[config.mk]
export PLATFORM = sky130hd
export DESIGN_NAME = slr_mem
export DESIGN_NICKNAME = d
export VERILOG_FILES = /design/src/rtl/slr_pkg.sv /design/src/rtl/slr_mem.sv
export SDC_FILE = /design/constraint.sdc
export NUM_CORES = 2
export LEC_CHECK = 0
export BUFFER_PORTS_ARGS = -buffer_cell sky130_fd_sc_hd__buf_2
export CORE_UTILIZATION = 40
export CTS_CLUSTER_SIZE = 16
export DETAILED_ROUTE_END_ITERATION = 7
export GPL_ROUTABILITY_DRIVEN = 0
export SLEW_MARGIN = 10
export SYNTH_ARGS = -nofsm -noshare
export SYNTH_HDL_FRONTEND = slang
export SYNTH_SLANG_ARGS = --single-unit
[constraint.sdc]
create_clock -name clk -period 4.3 [get_ports clk]
set_input_delay 1.075 -clock clk [delete_from_list [all_inputs] [get_ports clk]]
set_output_delay 1.075 -clock clk [all_outputs]
set_load 0.1 [all_outputs]
[src/rtl/slr_pkg.sv]
// ----------------------------------------------------------------------------
// slr_pkg
// Shared constants and types for the subtractive lagged random generator.
// ----------------------------------------------------------------------------
package slr_pkg;

  localparam int FRACTION_BITS_DEF = 32;

  // Lag table geometry and seeding walk
  localparam int TABLE_SIZE  = 55;
  localparam int LONG_LAG    = 31;
  localparam int SHORT_LAG   = 24;
  localparam int WALK_STRIDE = 21;
  localparam int WALK_MOD    = 54;
  localparam int ADDR_W      = $clog2(TABLE_SIZE);

  // Fixed field widths of the channels
  localparam int FIELD_W = 32;
  localparam int THR_W   = 33;

  // Walk start value, 1e-9 of one in units of 2^-32
  localparam logic [FIELD_W-1:0] START_UNITS = 32'd4;

  // Operation codes
  localparam logic OP_SEED = 1'b0;
  localparam logic OP_DRAW = 1'b1;

  typedef logic [ADDR_W-1:0] addr_t;

  localparam addr_t LAST_ADDR = addr_t'(TABLE_SIZE - 1);

  // Table memory access request
  typedef struct packed {
    logic  we;
    addr_t waddr;
    addr_t raddr_a;
    addr_t raddr_b;
  } mem_req_t;

endpackage

[src/rtl/slr_mem.sv]
// ----------------------------------------------------------------------------
// slr_mem
// Lag table: one write port, two registered read ports.
// ----------------------------------------------------------------------------
module slr_mem import slr_pkg::*; #(
  parameter int FRACTION_BITS = FRACTION_BITS_DEF
) (
  input  logic                     clk,
  input  mem_req_t                 req,
  input  logic [FRACTION_BITS-1:0] wdata,
  output logic [FRACTION_BITS-1:0] rd_a,
  output logic [FRACTION_BITS-1:0] rd_b
);

  logic [FRACTION_BITS-1:0] mem_r [TABLE_SIZE];
  logic [FRACTION_BITS-1:0] rd_a_r;
  logic [FRACTION_BITS-1:0] rd_b_r;

  always_ff @(posedge clk) begin
    if (req.we) begin
      mem_r[req.waddr] <= wdata;
    end
    rd_a_r <= mem_r[req.raddr_a];
    rd_b_r <= mem_r[req.raddr_b];
  end

  assign rd_a = rd_a_r;
  assign rd_b = rd_b_r;

endmodule

-- Yosys cells after proc, flatten, opt, wreduce, memory -nomap -nowiden
Memory sizes are Yosys's and may differ from the RTL's. A register that Yosys moved wholly into a read port is not among the register bits.
Cells that the tools add are included.
Widths: inputs -> output; s select.
- memories kept: 1
- input port bits: 52
- bits in latches: 0
- ROM bits: 0
- register bits after elaboration: 0
- word-level logic and storage cells: 3
- bits in writable memories: 1760
- reductions and logical operators: 0
- shift-type cells: 0
- order comparisons: 0
- multiplexer cells: 2
- divide/modulo/power cells: 0
- multiply operators: 0
- eq/ne operators: 0
- add/sub/neg operators: 0
- bitwise operators: 0
- memories (name ; depth ; width ; read ports ; clocked after memory_dff ; write ports ; line ; RTL):
    mem_r ; 55 ; 32 ; 2 ; 2 ; 1 ; slr_mem.sv:15 ; logic [FRACTION_BITS-1:0] mem_r [TABLE_SIZE];
- operator list (kind ; count):
    $mux 1 ; 2

-- Depth between registers and ports, before layout
- depth after elaboration: 2
- gate-level depth with buffers: 10
- mapped depth without buffers: 5

-- Least setup slack after synthesis
No wires, ideal clock.
- path kind: input -> register
- start: in req[15] (netlist bit)
- end: mem mem_r[16][0] (netlist bit), enable pin
- arrival: 3.211 ns
- path buffers: 2
- path slack: 0.668 ns
- cell stages on the path: 4
- cell sequence: clkbuf_1 -> or3b_2 -> clkbuf_1 -> nor2_1
- RTL lines (item ; line ; RTL):
    start, declared ; slr_mem.sv:9 ; input mem_req_t req,
    end, declared ; slr_mem.sv:15 ;
Straight into the memory's write port.

-- Final worst setup path
- start: reg rd_a_r[22] (netlist: rd_a[22]), read port of mem_r
- end: out rd_a[22]
- RTL lines (item ; line ; RTL):
    start, declared ; slr_mem.sv:16 ; logic [FRACTION_BITS-1:0] rd_a_r;
    end, declared ; slr_mem.sv:11 ; output logic [FRACTION_BITS-1:0] rd_a,
No word-level cell between the ends.

==> results.md <==
* Required @ worst endpoint at 3.22 ns
* Final worst path period share at 0.7210
* Starting Density at 0.4031
* Synth Instances at 4055
* Ys Warns at 0
* Share of the synthesized area in the top cell type at 0.6403
* Setup TNS at 0 ns
* Final Util at 0.4642
* Tmin final at 3.100 ns
* Vias in the first global route at 47.49k
* Min-delay worst type: in -> reg
* Status: completed
* Critical path's largest stage delay at 0.67 ns
* I/O pin cnt at 116
* Die Span X at 456.3 µm
* Worst-margin pin slew at 1.061 ns
* Initial DRC count at 5881
* WP buf/inv at 1
* H-tree depth at 4
* Setup CP Type: reg -> out
* CTS tree: yes
* Yosys reg bits at 1824
* Maxcap violations at 0
* Max Slew Vio Count at 0
* Inserted Clock Buffers at 193
* Fillers at 16.94k
* Die area at 0.2082 mm²
* GR Overflow Total at 0
* CP max-delay cell: dfxtp_1
* CTS Buffer Depth at 3
* CTS-repair resized insts at 0
* PD cells at 427.5 mW/mm²
* WL/cell at 37.95 µm
* Maximum vdd drop at 0.2842 mV
* Sequential cell area fraction in the yosys report at 0.6558
* RSZ-0062 raised after global routing: false
* Final count of hold timing violations at 0
* Vias at 47.23k
* Critical path launch point type: register
* Post-CTS Hold Fix Bufs at 0
* GRT Total Usage at 0.2617
* Synthesized area at 0.08254 mm²
* Drt pass-1 iters at 6
* Dpl hpwl at 172.2 mm
* CP endpoint kind: primary output
* Synth area leaders: edfxtp_1 64%, mux4_2 23%, mux2i_1 3.5%
* Worst rel slew slack at 0.2929
* FFs w/ async S/R, synth at 0
* Post-Syn Area per Cell at 20.36 µm²
* # DRC at 0
* Share of cells above drive strength 1 at 0.3668
* Core area at 0.2048 mm²
* Clk slew on worst S/H paths at 0.06 ns
* Leak Pwr at 30.44 nW
* First-pass GRT wire length at 378.5 mm
* Yosys cell types at 46
* Cell family with most CP delay: flip-flops
* Worst-Skew Late Latency at 0.84 ns
* Port buffer count at 115
* Hold Slack at 0.8558 ns
* Critical Path Fanout Max at 2
* Via density at 6.534
* Routed WL at 274.3 mm
* Final ANT Viol Nets at 0
* Primary FF master, synth: edfxtp_1
* Sink Count at 1824
* Clock Skews at 0.05940 ns
* Placed instance count at 6851
* Area Overhead vs Synth at 15.17%
* Initial antenna violation count at 34
* WP data arrival at 2.03 ns
* Biggest area consumer among synthesized cells: edfxtp_1
* Root Driver: clkbuf_16
* EDFF count, synth at 1760
* Final #Nets at 4410
* Net Count, Synth at 4107
* CP Cell Sequence: buf_2
* Largest net degree at the start of global routing at 62
* Die height at 456.3 µm
* Non-Filler Instances at 7228
* Max Clk Rate at 0.3225 GHz
* Row count at 166
* Setup violators final at 0
* Post-CTS Setup Bufs at 0
==> per-layer routing <==
metal	GRT usage	vias up	routed length (µm)	part of all wire
met2	0.4105	2683	129200	0.47
met5	0	-	53	0.00019
met4	0.1222	8	13670	0.050
met3	0.05073	539	24650	0.090
met1	0.3528	25640	106700	0.39
li1	-	18360	-	-
==> power breakdown <==
part           internal, mW  leakage [nW]  switching, mW  total [mW]
combinational          1.32          10.9           2.43        3.75
clock                  9.90          3.14           7.11        17.0
sequential             19.7          16.4          0.211        19.9
==> final timing paths <==
kind	from	endpoint	slack, ns	cells past startpoint
worst min-delay path	req[10]	rd_a[15]$_DFF_P_	0.86	2
worst max-delay path	rd_a[22]$_DFF_P_	rd_a[22]	1.20	1
worst max register to register	mem_r[15][31]$_DFFE_PP_	rd_a[31]$_DFF_P_	2.31	6
worst min register to register	mem_r[54][23]$_DFFE_PP_	rd_b[23]$_DFF_P_	0.86	5
==> stage by stage <==
stage	power, mW	worst slack, ns	area, µm²
final	40.65	1.200	95070
after CTS	40.82	1.140	95020
after global routing	41.62	1.179	95050
after global placement	24.00	0.6521	88600
after floorplan	22.52	0.6681	82540
after detailed placement	24.01	0.6971	88600
==> layout by cell type (no fill, tap or decap), types with 20 or more instances in the layout <==
cell type  count
buf_2        106
o31ai_1       23
o22ai_1       82
clkbuf_1      41
edfxtp_1    1760
mux2_2        46
mux4_2       828
buf_12        71
a221oi_1      36
clkbuf_16    198
nor2b_1       35
a211oi_1      27
bufinv_16     21
nand2_1       78
nand3_1       40
o21ai_0       61
a211o_1       20
buf_4        244
mux2i_1      286
clkinv_2      29
a22oi_1      117
clkinv_1      37
nor2_4        57
diode_2       20
dfxtp_1       64
==> cell type report <==
class | count | area (µm²) | share of cell area
flip-flops and latches | 1824 | 54130 | 0.5694
inverters | 1 | 3.754 | 0.00003948
repair buffers | 427 | 3874 | 0.04075
well taps | 2688 | 3363 | 0.03538
diodes | 20 | 50.05 | 0.0005264
clock inverters | 106 | 1142 | 0.01202
clock buffers | 251 | 5274 | 0.05547
multi-input cells | 1911 | 27230 | 0.2864
==> cell usage after synthesis, types with 4 or more instances <==
cell type and n:
and3_1 19, o22ai_1 82, nor2b_1 41, a21boi_0 18, mux2_2 46, buf_6 14
mux4_2 828, dfxtp_1 64, a21oi_1 19, o31ai_1 23, nand2_1 78, buf_2 148
o21ai_0 61, a221oi_1 36, a2111oi_2 4, mux2i_1 286, a211oi_1 27, buf_4 44
edfxtp_1 1760, o221ai_1 7, a32o_1 8, nand3b_1 7, and2_1 5, nand2b_1 6
nand3_1 40, a31oi_1 10, a22oi_1 117, nor2_1 71, clkbuf_1 102, a211o_1 20
o211ai_1 12, buf_1 11, a22o_1 11
==> sequential cells by signal, indices dropped and copies added, names as in the netlist <==
name,flops
rd_a,32
mem_r,1760
rd_b,32
==> kinds of logic after synthesis <==
group / synth area share
buffers and inverters: 0.02007
AO/OA/AOI/OAI: 0.04105
flip-flops: 0.6558
AND/OR/NAND/NOR: 0.01622
multiplexers: 0.2669
Power figures use the tool's default switching activity.
