--- src/rtl/slr_pkg.sv ---
// ----------------------------------------------------------------------------
// slr_pkg
// Shared constants and types for the subtractive lagged random generator.
// ----------------------------------------------------------------------------
package slr_pkg;

  localparam int FRACTION_BITS_DEF = 32;

  // Lag table geometry and seeding walk
  localparam int TABLE_SIZE  = 55;
  localparam int LONG_LAG    = 31;
  localparam int SHORT_LAG   = 24;
  localparam int WALK_STRIDE = 21;
  localparam int WALK_MOD    = 54;
  localparam int ADDR_W      = $clog2(TABLE_SIZE);

  // Fixed field widths of the channels
  localparam int FIELD_W = 32;
  localparam int THR_W   = 33;

  // Walk start value, 1e-9 of one in units of 2^-32
  localparam logic [FIELD_W-1:0] START_UNITS = 32'd4;

  // Operation codes
  localparam logic OP_SEED = 1'b0;
  localparam logic OP_DRAW = 1'b1;

  typedef logic [ADDR_W-1:0] addr_t;

  localparam addr_t LAST_ADDR = addr_t'(TABLE_SIZE - 1);

  // Table memory access request
  typedef struct packed {
    logic  we;
    addr_t waddr;
    addr_t raddr_a;
    addr_t raddr_b;
  } mem_req_t;

endpackage

--- src/rtl/slr_out_if.sv ---
// ----------------------------------------------------------------------------
// slr_out_if
// Result channel: one drawn number per draw transaction.
// ----------------------------------------------------------------------------
interface slr_out_if import slr_pkg::*; ();
  logic                      valid;
  logic                      ready;
  logic [FIELD_W-1:0]        fraction;
  logic                      heads;
  logic signed [FIELD_W-1:0] pick;

  modport source (output valid, fraction, heads, pick, input ready);
  modport sink   (input valid, fraction, heads, pick, output ready);
endinterface

--- src/rtl/slr_draw.sv ---
// ----------------------------------------------------------------------------
// slr_draw
// Draw datapath: multiply stage, then range add/clamp into the output register.
// ----------------------------------------------------------------------------
module slr_draw import slr_pkg::*; (
  input  logic                      clk,
  input  logic                      rst_n,
  input  logic                      start,
  input  logic [FIELD_W-1:0]        frac,
  input  logic [THR_W-1:0]          thr,
  input  logic signed [FIELD_W-1:0] low,
  input  logic signed [FIELD_W-1:0] high,
  input  logic [FIELD_W:0]          span,
  output logic                      busy,
  slr_out_if.source                 out_chan
);

  // Multiply stage
  logic                      p_valid_r;
  logic [2*FIELD_W-1:0]      p_prod_r;
  logic [FIELD_W-1:0]        p_frac_r;
  logic                      p_heads_r;
  logic                      p_wide_r;
  logic                      p_flat_r;
  logic signed [FIELD_W-1:0] p_low_r;
  logic signed [FIELD_W-1:0] p_high_r;

  // Output register
  logic                      o_valid_r;
  logic [FIELD_W-1:0]        o_frac_r;
  logic                      o_heads_r;
  logic signed [FIELD_W-1:0] o_pick_r;

  logic                      advance;
  logic [FIELD_W-1:0]        offset;
  logic signed [FIELD_W+1:0] sum;
  logic signed [FIELD_W+1:0] high_x;
  logic signed [FIELD_W-1:0] pick_nxt;

  assign advance = p_valid_r && (!o_valid_r || out_chan.ready);
  assign busy    = p_valid_r;

  always_ff @(posedge clk) begin
    if (!rst_n) begin
      p_valid_r <= 1'b0;
    end else if (start) begin
      p_valid_r <= 1'b1;
    end else if (advance) begin
      p_valid_r <= 1'b0;
    end
  end

  always_ff @(posedge clk) begin
    if (start) begin
      p_prod_r  <= frac * span[FIELD_W-1:0];
      p_frac_r  <= frac;
      p_heads_r <= ({1'b0, frac} <= thr);
      p_wide_r  <= span[FIELD_W];
      p_flat_r  <= (low >= high);
      p_low_r   <= low;
      p_high_r  <= high;
    end
  end

  // A full 2^32 span has a zero low word, so the offset is the fraction itself
  assign offset = p_wide_r ? p_frac_r : p_prod_r[2*FIELD_W-1:FIELD_W];
  assign sum    = {{2{p_low_r[FIELD_W-1]}}, p_low_r} + {2'b00, offset};
  assign high_x = {{2{p_high_r[FIELD_W-1]}}, p_high_r};

  always_comb begin
    if (p_flat_r) begin
      pick_nxt = p_low_r;
    end else if (sum > high_x) begin
      pick_nxt = p_high_r;
    end else begin
      pick_nxt = sum[FIELD_W-1:0];
    end
  end

  always_ff @(posedge clk) begin
    if (!rst_n) begin
      o_valid_r <= 1'b0;
    end else if (advance) begin
      o_valid_r <= 1'b1;
    end else if (out_chan.ready) begin
      o_valid_r <= 1'b0;
    end
  end

  always_ff @(posedge clk) begin
    if (advance) begin
      o_frac_r  <= p_frac_r;
      o_heads_r <= p_heads_r;
      o_pick_r  <= pick_nxt;
    end
  end

  assign out_chan.valid    = o_valid_r;
  assign out_chan.fraction = o_frac_r;
  assign out_chan.heads    = o_heads_r;
  assign out_chan.pick     = o_pick_r;

endmodule
--- src/flat_wrapper.sv ---
// flat-port wrapper written by rule: the top's interface ports become plain ports
module slr_draw_flat import slr_pkg::*;
  (clk, rst_n, start, frac, thr, low, high, span, busy, out_chan_valid, out_chan_fraction, out_chan_heads, out_chan_pick, out_chan_ready);
  slr_out_if out_chan_i ();
  input  logic clk;
  input  logic rst_n;
  input  logic start;
  input  logic [FIELD_W-1:0] frac;
  input  logic [THR_W-1:0] thr;
  input  logic signed [FIELD_W-1:0] low;
  input  logic signed [FIELD_W-1:0] high;
  input  logic [FIELD_W:0] span;
  output logic busy;
  output wire logic [$bits(out_chan_i.valid)-1:0] out_chan_valid;
  output wire logic [$bits(out_chan_i.fraction)-1:0] out_chan_fraction;
  output wire logic [$bits(out_chan_i.heads)-1:0] out_chan_heads;
  output wire logic [$bits(out_chan_i.pick)-1:0] out_chan_pick;
  input wire logic [$bits(out_chan_i.ready)-1:0] out_chan_ready;
  assign out_chan_valid = out_chan_i.valid;
  assign out_chan_fraction = out_chan_i.fraction;
  assign out_chan_heads = out_chan_i.heads;
  assign out_chan_pick = out_chan_i.pick;
  assign out_chan_i.ready = out_chan_ready;
  slr_draw u_core (.clk(clk), .rst_n(rst_n), .start(start), .frac(frac), .thr(thr), .low(low), .high(high), .span(span), .busy(busy), .out_chan(out_chan_i));
endmodule
--- config.mk ---
export PLATFORM = sky130hd
export DESIGN_NAME = slr_draw_flat
export DESIGN_NICKNAME = d
export VERILOG_FILES = /design/src/rtl/slr_pkg.sv /design/src/rtl/slr_out_if.sv /design/src/rtl/slr_draw.sv /design/src/flat_wrapper.sv
export SDC_FILE = /design/constraint.sdc
export NUM_CORES = 2
export LEC_CHECK = 0
export BUFFER_PORTS_ARGS = -buffer_cell sky130_fd_sc_hd__buf_2
export CELL_PAD_IN_SITES_DETAIL_PLACEMENT = 0
export CELL_PAD_IN_SITES_GLOBAL_PLACEMENT = 2
export CORE_ASPECT_RATIO = 0.8
export CORE_MARGIN = 10
export CORE_UTILIZATION = 46
export CTS_BUF_LIST = sky130_fd_sc_hd__clkbuf_8
export DETAILED_ROUTE_END_ITERATION = 8
export HOLD_SLACK_MARGIN = 0.02
export PLACE_DENSITY = 0.87
export SYNTH_ARGS = -nofsm -noshare
export SYNTH_HDL_FRONTEND = slang
export SYNTH_SLANG_ARGS = --single-unit
export TNS_END_PERCENT = 10
--- constraint.sdc ---
create_clock -name clk -period 20.7 [get_ports clk]
set_input_delay 1.035 -clock clk [delete_from_list [all_inputs] [get_ports clk]]
set_output_delay 1.035 -clock clk [all_outputs]
set_load 0.005 [all_outputs]
# Word level (Yosys, flattened, before mapping)
# Cells that the tools add are included.
# classes
add_sub_neg	1
reduce_logical	5
mul	1
magnitude_cmp	3
n_mux	7
# op_table
operator	count
$mux 32	3
$mul 32x32->64	1
$add 32x33->34	1
$gt 34x32->1	1
$le 32x33->1	1
$ge 32x32->1	1
$mux 1	4
$reduce_bool 2->1	2
$logic_and 1x1->1	1
$logic_not 1->1	1
$logic_or 1x1->1	1
# word_totals
out_inout_bits	67
reg_bits	230

# Depth between registers and ports, before layout
# depth
word_depth	5
mapped_depth	29

# Worst setup path after synthesis
# No wires, ideal clock.
# synth_timing
kind	input port to flip-flop
start	input port frac[25]
end	register u_core.p_prod_r[62] (data pin)
path_stages	24
setup_time_ns	0.135
arrival_time_ns	8.087
n_path_buf	1
slack_ns	12.479
cell_sequence	clkbuf_1 -> nand2_1 -> fa_1 -> fa_1 -> fa_1 -> fa_1 -> inv_1 -> fa_1 -> fa_1 -> fa_1 -> inv_1 -> fa_1 -> inv_1 -> ha_1 -> nand2_1 -> or4_4 -> or2_0 -> o32ai_2 -> a2111o_2 -> nand2_4 -> o31ai_4 -> a221oi_2 -> or4b_1 -> nand3_1
# synth_via
elab_chain_cells	1
# synth_rtl
item	line_no	source
start, declared	flat_wrapper.sv:8	input logic [FIELD_W-1:0] frac;
$mul 32x32->64	slr_draw.sv:55	p_prod_r <= frac * span[FIELD_W-1:0];
end signal, assigned	slr_draw.sv:55	
end, declared	slr_draw.sv:20	logic [2*FIELD_W-1:0] p_prod_r;
# No other way between the ends.
# A chain may end at the register's enable or synchronous reset.

# Final worst setup path
# layout_timing
start	input port frac[10]
end	register u_core.p_prod_r[62] (data pin)
# Same word-level chain as after synthesis.

==> metrics.yaml <==
status: "complete, no violations"
die_y_microns: 296
ys_seq_elements: 198
route.met2.wl_microns: 57900
cts_hold_buffers: 0
min_period_ns: 9.00
arrival_ns: 9.34
wirelength_met1_microns: 59600
yosys.area.top_type: "fa_1"
cts_buffers: 17
cts_setup_buffers: 0
h-tree-depth: 4
drc: 0
critPathLaunch: "frac[10]"
min-delay-start: "u_core.p_frac_r[15]"
hpwl_microns: 97700
cts_resized: 0
post-route-period-util_pct: 43.5
grt_setup_unrepaired: "no"
slowest_stage: "buf_2"
max_slew.worst_pin.slew_ns: 1.15
grt_pass1_wl_microns: 201000
grt_pass1_vias: 32830
timing.rr.start: "u_core.p_wide_r"
crit_buf_inv: 4
cts_max_path_buffers: 2
drt-initial-drc-count: 2250
synthFlopType: "edfxtp_1"
wl_met3_microns: 11200
drive_gt1_share_pct: 7.61
cp-end-kind: "flop"
antenna_found_initial: 14
grt_max_degree: 71
drv_slew: 0
syn_to_final_growth_pct: 6.01
worstHoldPathCells: 0
routedWlPerCell_microns: 22.5
nNetsFinal: 5999
min_to: "u_core.out_chan.fraction[15]"
hp-class: "reg -> reg"
worstPathRequired_ns: 21.05
dieArea_sq_um: 108000
path_max_fanout: 34
synth_edf_count: 196
synth.avg_cell_area_sq_um: 9.76
gr-usage-all-layers_pct: 24.7
postSynthCellCount: 4474
cp_cell_sequence: "buf_2 -> nand2_1 -> fa_1 -> inv_1 -> fa_1 -> fa_1 -> fa_1 -> fa_1 -> fa_1 -> fa_1 -> inv_1 -> fa_1 -> inv_1 -> ha_1 -> nand2_1 -> or4_4 -> or2_0 -> o32ai_2 -> a2111o_2 -> nand2_4 -> o31ai_4 -> a221oi_2 -> or4b_1 -> nand3_1"
reg2reg_depth: 24
io_pins: 233
root_buffer: "clkbuf_8"
yosysSeqAreaShare_pct: 13.6
start_kind: "input port"
top_layer: "met5"
clk_latency_ns: 0.50
fin_util_pct: 49.0
setup_tns_ns: 0
synth_fp_nets: 5927
slew-limit-headroom_pct: 23.6
async_flop_share_pct: 0
setup.worst_path.class: "in -> reg"
rows: 101
port_buffers: 232
fmax_ghz: 0.111
cts_tree: "yes"
start_util_pct: 46.2
crit_top_cell: "fa_1"
skew_ns: 0.0267
avgViaCountPerCell: 5.29
synth_area_leaders: "fa_1, edfxtp_1, ha_1"
slowest_delay_ns: 0.84
clkTransAtPathRegs_ns: 0.12
clock-sinks: 198
synth.distinct_cells: 71
synth_top_area_share_pct: 41.1
gp_congestion: 0.873
setup_violations: 0
critical_path.top_delay_family: "adder cells"
core_area_sq_um: 94500
gr-total-overflow: 0
vias: 30700
ant_nets: 0
rr_endpoint: "u_core.out_chan.pick[29]"
firstDrtPassIters: 5
syn-cell-area_sq_um: 43700
reg2reg_slack_ns: 13.78
wirelength_microns: 130000
maxCapViolCount: 0
hold_violations: 0
yosys_warnings: 0
die_w_microns: 365
-- layout make-up --
class	count	area [sq um]
clock buffer	17	234
tap	1236	1550
fill	8993	48200
multi-input combinational	3072	33200
clock inverter	15	189
inverter	987	3700
sequential	198	5930
timing repair buffer	270	1450
antenna	6	15.0
-- cell families after synthesis --
family	count (synthesis)	synth area share, %
multiplexers	67	1.64
AO/OA/AOI/OAI	372	5.54
adder cells (fa/ha/maj)	1287	52.3
XOR/XNOR	66	1.32
flip-flops	198	13.6
AND/OR/NAND/NOR	1280	15.3
buffers and inverters	1204	10.4
-- worst max path at each step --
stage / to / cells past startpoint
after CTS: u_core.p_prod_r[62] / 24
after floorplan: u_core.p_prod_r[62] / 24
final: u_core.p_prod_r[62] / 24
after detailed placement: u_core.p_prod_r[62] / 24
after global placement: u_core.p_prod_r[62] / 24
after global routing: u_core.p_prod_r[62] / 24
-- cell usage after synthesis, types with 3 or more instances --
library cell  count
nor2b_1          17
a2111oi_0         4
mux2i_1          32
o21ai_1          44
ha_1            391
a221oi_1          7
fa_1            896
mux2_2           33
and4_1            6
o21ai_0          33
a21o_1           91
a31oi_1           7
inv_1           986
nand2b_1          9
o21a_1           16
edfxtp_1        196
a21oi_1         110
nor3_1           13
o21bai_1          9
or3_1             8
a41oi_1           4
o2111ai_1         4
nand4_1          34
nand3_1          20
o211ai_1          7
and3_1           12
nand2_1         486
a211oi_1          8
xor2_1           25
buf_1             3
and2_1          620
xnor2_1          41
clkbuf_1        211
nor2_1           41
buf_2             3
nor3b_1           3
-- cell usage in the layout (no fill, tap or decap), types with 3 or more instances in the layout --
master	count
or3_1	8
clkinv_8	4
mux2i_1	32
inv_6	6
nand3_1	20
o21ai_1	44
nand4_1	34
o21ai_0	33
inv_1	986
a31oi_1	7
edfxtp_1	196
o21bai_1	9
a2111oi_0	4
and3_1	12
nand2_1	486
nand2b_1	9
a41oi_1	4
clkbuf_8	17
and2_1	620
o21a_1	16
o211ai_1	7
mux2_2	33
nor2_1	41
ha_1	391
fa_1	896
buf_2	231
nor2b_1	16
a221oi_1	7
o2111ai_1	4
xnor2_1	41
nor3b_1	3
nor3_1	13
xor2_1	25
a21oi_1	110
buf_4	38
diode_2	6
and4_1	6
inv_12	3
a211oi_1	8
a21o_1	91
-- metrics by stage --
| step | hold WS [ns] | area [sq um] | worst slack [ns] | instances |
|---|---|---|---|---|
| 2_1_floorplan | 0.400 | 43700 | 12.48 | 4474 |
| 3_3_place_gp | 0.408 | 45900 | 11.33 | 5763 |
| 3_5_place_dp | 0.405 | 45900 | 11.21 | 5763 |
| 4_1_cts | 0.432 | 46300 | 11.73 | 5795 |
| 5_1_grt | 0.454 | 46300 | 11.42 | 5799 |
| 6_report | 0.446 | 46300 | 11.70 | 5801 |
-- layer usage --
layer | GRT usage, % | vias to the layer above
li1 | - | 13715
met1 | 36.0 | 15807
met2 | 38.3 | 1069
met3 | 5.49 | 101
met4 | 3.36 | 8
met5 | 0 | -
-- state kept, by name, indices dropped and copies added (netlist names) --
signal,count
u_core.out_chan.fraction,32
u_core.p_wide_r,1
u_core.p_high_r,32
u_core.out_chan.heads,1
u_core.p_frac_r,32
u_core.p_prod_r,32
u_core.out_chan.valid,1
u_core.p_low_r,32
u_core.p_flat_r,1
u_core.p_heads_r,1
u_core.out_chan.pick,32
u_core.busy,1
Power is not shown: default switching activity piles up to over one toggle a cycle in this logic, so the estimate is an artifact.
